File: src/roua_pkg.sv
// ----------------------------------------------------------------------------
// roua_pkg
// Shared codes, field widths and control types of the range-OR update
// accumulator.
// ----------------------------------------------------------------------------
package roua_pkg;

  // Fixed widths of the request and result fields.
  localparam int unsigned LenW   = 11;
  localparam int unsigned ValueW = 32;
  localparam int unsigned IndexW = 10;

  // Array length after reset.
  localparam logic [LenW-1:0] LenReset = 11'd1024;

  // Operation codes.
  localparam logic OpUpdate = 1'b0;
  localparam logic OpRead   = 1'b1;

  // Control of the running prefix counts.
  typedef struct packed {
    logic accumulate;
    logic clear;
  } prefix_ctrl_t;

endpackage

File: src/roua_prefix.sv
// ----------------------------------------------------------------------------
// roua_prefix
// Per-bit running counts: adds one difference row and reports which bits
// are covered at the current element.
// ----------------------------------------------------------------------------
module roua_prefix
  import roua_pkg::*;
#(
  parameter int unsigned ValueBits = 32,
  parameter int unsigned CountBits = 16
) (
  input  logic                           clk_i,
  input  logic                           rst_ni,
  input  prefix_ctrl_t                   ctrl_i,
  input  logic [ValueBits*CountBits-1:0] row_i,
  output logic [ValueBits-1:0]           value_o
);

  logic [ValueBits-1:0][CountBits-1:0] run_q;
  logic [ValueBits-1:0][CountBits-1:0] run_d;
  logic [ValueBits-1:0][CountBits-1:0] row;

  assign row = row_i;

  always_comb begin
    for (int j = 0; j < ValueBits; j++) begin
      run_d[j]   = run_q[j] + row[j];
      value_o[j] = (run_d[j] != '0);
    end
  end

  always_ff @(posedge clk_i or negedge rst_ni) begin
    if (!rst_ni) begin
      run_q <= '0;
    end else if (ctrl_i.clear) begin
      run_q <= '0;
    end else if (ctrl_i.accumulate) begin
      run_q <= run_d;
    end
  end

endmodule

File: config.mk
export PLATFORM = sky130hd
export DESIGN_NAME = roua_prefix
export DESIGN_NICKNAME = d
export VERILOG_FILES = /design/src/roua_pkg.sv /design/src/roua_prefix.sv
export SDC_FILE = /design/constraint.sdc
export NUM_CORES = 2
export LEC_CHECK = 0
export BUFFER_PORTS_ARGS = -buffer_cell sky130_fd_sc_hd__buf_4
export CORE_MARGIN = 10
export CORE_UTILIZATION = 45
export CTS_BUF_LIST = sky130_fd_sc_hd__clkbuf_8
export DETAILED_ROUTE_END_ITERATION = 10
export PLACE_DENSITY_LB_ADDON = 0.3
export SLEW_MARGIN = 0
export SYNTH_ARGS = -nofsm -noshare
export SYNTH_HDL_FRONTEND = slang
export SYNTH_SLANG_ARGS = --single-unit
File: constraint.sdc
create_clock -name clk_i -period 8.3 [get_ports clk_i]
set_input_delay 0.83 -clock clk_i [delete_from_list [all_inputs] [get_ports clk_i]]
set_output_delay 0.83 -clock clk_i [all_outputs]
set_load 0.05 [all_outputs]
# Yosys cells after proc, flatten, opt, wreduce, memory -nomap -nowiden

Index checks and enable logic that the tools add are counted.

Register bits after elaboration: 512
Input bits: 516
Word-level logic and storage cells: 99

Add/subtract/negate cells: 32
Muxes and demuxes: 2
Reduce and logical (&&, ||, !) cells: 33

Operators by type and width:

| operator            | number |
|---|---|
| two-way mux 512 bit | 2 |
| adder 16 bit        | 32 |
| nonzero test 16 bit | 32 |
| nonzero test 2 bit  | 1 |

# Longest topological paths before layout

Word-level depth: 3
Gate-level depth with buffers: 11
Mapped depth without buffers: 11

# Worst setup path after synthesis

OpenSTA, ideal clock, no wires.

Kind: input to output
Start: input row_i[352]
End: output value_o[22]
Arrival time: 3.857 ns
Data required time: 7.470 ns
Path slack: 3.613 ns
Stages on the path: 11
Path buffers: 0
Cells stage by stage: ha_1 fa_1 a21o_1 a21oi_1 o21bai_1 a2111oi_0 nor2_1 xnor2_1 or4_1 nor3_1 nand4b_1

Longest elaborated chain between the ends: 2

Ends and longest elaborated chain:

| what                | RTL line          | text |
|---|---|---|
| from (decl)         | roua_prefix.sv:15 | `input logic [ValueBits*CountBits-1:0] row_i,` |
| adder 16 bit        | roua_prefix.sv:27 | `run_d[j] = run_q[j] + row[j];` |
| nonzero test 16 bit | roua_prefix.sv:28 | `value_o[j] = (run_d[j] != '0);` |
| to (decl)           | roua_prefix.sv:16 | `output logic [ValueBits-1:0] value_o` |

Every way passes these cells.

# Worst setup path after layout

Start: register run_q[0] (netlist bit)
End: output value_o[0]

Longest elaborated chain between the ends: 2

Ends and longest elaborated chain:

| what                   | RTL line          | text |
|---|---|---|
| from (decl)            | roua_prefix.sv:19 | `logic [ValueBits-1:0][CountBits-1:0] run_q;` |
| from (signal assigned) | roua_prefix.sv:38 | `run_q <= run_d;` |
| adder 16 bit           | roua_prefix.sv:27 |  |
| nonzero test 16 bit    | roua_prefix.sv:28 |  |

Every way passes these cells.

==> out/qor.csv <==
stage,metric,value,unit
floorplanning,fp.dieH,324.2,um
timing,rsz0062_at_grt,false,
timing,holdWs,100.5,ps
timing,finalMaxSlewViolations,0,
setup_path,cpMostUsedCell,or4_1,
timing,period_needed,5230,ps
setup_path,cp.buffers_inverters,1,
setup_path,cp_top_family,simple AND/OR/NAND/NOR gates,
detailed_routing,wl,116300,um
synth,yosys.area_share.simple,17.35,%
power,p_per_area,207.3,nW/um^2
clocking,cts_tree,done,
detailed_routing,firstDrtPassIters,7,
clocking,clk_latency,760,ps
setup_path,rrSetupSlack,5180,ps
synth,synth_top_area_share,30.76,%
setup_path,reg2reg_depth,11,
global_route,grt.total_usage,21.46,%
detailed_routing,vias,35885,
detailed_routing,ant_nets,0,
synth,synth_edf_count,0,
floorplanning,fp.coreArea,91800,sq um
setup_path,crit_chain,ha_1 -> fa_1 -> a21o_1 -> a21oi_2 -> xnor2_1 -> or4_1 -> or4_1 -> nor4_1 -> nand4_1 -> or4_1 -> buf_4,
floorplanning,die-area,105100,sq um
setup_path,slowest_stage,or4_1,
timing,finalSetupViolations,0,
detailed_routing,viasPerCell,5.531,
synth,synth_xor_area_share,9.694,%
clocking,clk_pin_slew,60,ps
layout,syn2layout_area_growth,18.35,%
layout,regMostFlops,run_q,
timing,hold_viol,0,
synth,synth_area_leaders,"dfrtp_1 (31%), ha_1 (14%), mux2i_1 (8.4%)",
synth,synthArstFlopShare,100.0,%
layout,top_regs,run_q (512),
setup_path,slowest_delay,540,ps
global_route,overflow,0,
layout,largest_reg_flops,512,
layout,fin_nets,6174,
detailed_routing,route.detailed.wl_per_inst,17.92,um
worst_hold_path,hold_path_class,input port to asynchronous set/reset pin,
floorplanning,dieWidth,324.2,um
timing,fin_worst_skew,34.86,ps
global_route,grt_pass1_vias,35764,
timing,maxSlewHeadroom,22.34,%
setup_path,cp.arrival,4400,ps
placement,place.gp.congestion,0.9005,
layout,final_cells,6488,
synth,synthMostInstantiatedCell,nor2_1,
timing,fin_tns_setup,0,ps
synth,yosys.area.top_type,dfrtp_1,
global_route,grt_max_degree,178,
global_route,grt_pass1_wl,185400,um
power,vdd_ir_drop_max,0.1455,mV
setup_path,critPathKind,register to output pin,
power,leakagePower,24.51,nW
timing,worst_slew_pin_slew,1165,ps
placement,port_buffers,547,
floorplanning,core.rowCount,111,
synth,synth_top_family_by_area,simple AND/OR/NAND/NOR gates,
synth,ys_seq_area_share,30.76,%
clocking,cts.sink_count,512,
clocking,htree_levels,3,
detailed_routing,drt_iter0_drc,1992,
clocking,cts_root_buf,clkbuf_8,
synth,avgSynthCellArea,9.029,sq um
synth,ys.flop_type,dfrtp_1,
synth,synth.ff_latch_count,512,
clocking,postCtsSetupBuffers,0,
synth,yosys.cell_types.count,65,
setup_path,worstSetupStartpointType,register,
outcome,status,finished clean,
synth,synth_common_cells,"nor2_1 (709), dfrtp_1 (512), ha_1 (480), mux2i_1 (351), xnor2_1 (290)",
setup_path,critPathCaptureType,output pin,
synth,syn-cell-area,41650,sq um
layout,drive_above_1_share,15.09,%
setup_path,timing.rr.start,run_q[352]$_DFFE_PN0P_,
run,cap_viol_max_count,0,
synth,synthAdderAreaFrac,15.96,%
setup_path,timing.rr.end,run_q[362]$_DFFE_PN0P_,
floorplanning,start_util,45.37,%
timing,finalCritPeriodShare,63.01,%
synth,yosys_warnings,0,
floorplanning,ios,548,
timing,fmax,191.2,MHz
synth,synth_mux_area_share,8.490,%
synth,synth_nets,5641,
setup_path,critPathRequiredTime,7470,ps
synth,synth-compound-area-share,16.04,%
clocking,cts_resized,0,
detailed_routing,drc_errors,0,
layout,post-route-util,53.69,%
global_route,antenna_found_initial,40,
power,power,0.01022,W
synth,synthCells,4613,
placement,place_inst,6285,
setup_path,cp_max_fo,3,
clocking,clk_path_buf_depth,3,
clocking,cts_hold_buf,0,
placement,dp_hpwl,86790,um
clocking,cts_buffers,102,
## how the worst max path moves through the flow
stage / startpoint / endpoint / slack [ps] / cells after the start
6_report: run_q[0]$_DFFE_PN0P_ / value_o[0] / 3070 / 11
2_1_floorplan: row_i[352] / value_o[22] / 3610 / 11
3_5_place_dp: row_i[240] / value_o[15] / 3220 / 12
3_3_place_gp: row_i[240] / value_o[15] / 3240 / 12
4_1_cts: run_q[240]$_DFFE_PN0P_ / value_o[15] / 2980 / 11
5_1_grt: run_q[352]$_DFFE_PN0P_ / value_o[22] / 2700 / 12
## layout by cell type (no fill, tap or decap), types with 28 or more instances in the layout
master,netlist,routed
nand2b_1,40,40
nand4_1,50,50
xor2_1,171,171
or4_1,56,56
a21oi_1,270,270
inv_1,58,82
mux2i_1,351,351
a31oi_1,28,28
a21o_1,135,135
xnor2_1,290,290
o21ai_0,195,195
nor2b_1,70,70
a211oi_1,90,90
or3_1,30,30
nand2_1,216,216
a31o_2,34,34
dfrtp_1,512,512
nand3_1,85,85
o21bai_1,70,70
buf_4,0,552
nor4_1,49,49
and3_1,40,40
nor3_1,175,175
ha_1,480,480
nor2_1,709,709
o21a_1,61,61
clkbuf_8,0,135
fa_1,32,32
## final cells by class
class,instances,area (sq um)
tap,1243,1555
clock buffer,135,1858
fill,8463,42510
antenna,17,42.54
timing repair buffer,561,4309
inverter,58,222.7
sequential,512,12810
multi-input combinational,3911,28120
clock inverter,51,369.1
## report_power, final
part           leakage, nW  switching (W)  internal, W
Clock                 1.25        0.00124      0.00158
Sequential            6.77       0.000237      0.00288
Combinational         16.5        0.00233      0.00195
Total                 24.5        0.00381      0.00641
## worst reg2reg max path: stages, from the launching register on
cell,delay (ps)
dfrtp_1,380
ha_1,220
fa_1,420
a21o_1,180
a21oi_1,210
o21bai_1,110
a2111oi_0,770
o31ai_1,180
a21oi_1,200
xnor2_1,160
mux2i_1,100
nor2_1,110
## metal layers
metal,part of all wire [%],GRT usage [%]
met4,2.3,6.659
met3,8.1,6.710
met1,43,26.50
met5,0.29,0
met2,46,35.42
## stage by stage
step                      cell area, sq um  setup slack [ps]
after floorplan                      41650              3613
after global placement               47020              3238
after detailed placement             47020              3225
after CTS                            49250              2981
after global routing                 49280              2701
final                                49290              3070
## cells by family (layout without fill, tap and decap cells)
group,count (synthesis),after routing
AOI/OAI and AO/OA,1025,1025
xor gates and xnor gates,461,461
adders and majority gates,512,512
buffers and inverters,190,805
DFF,512,512
muxes,353,353
other,0,17
and+or+nand+nor,1560,1560
Power figures use the tool's default switching activity.
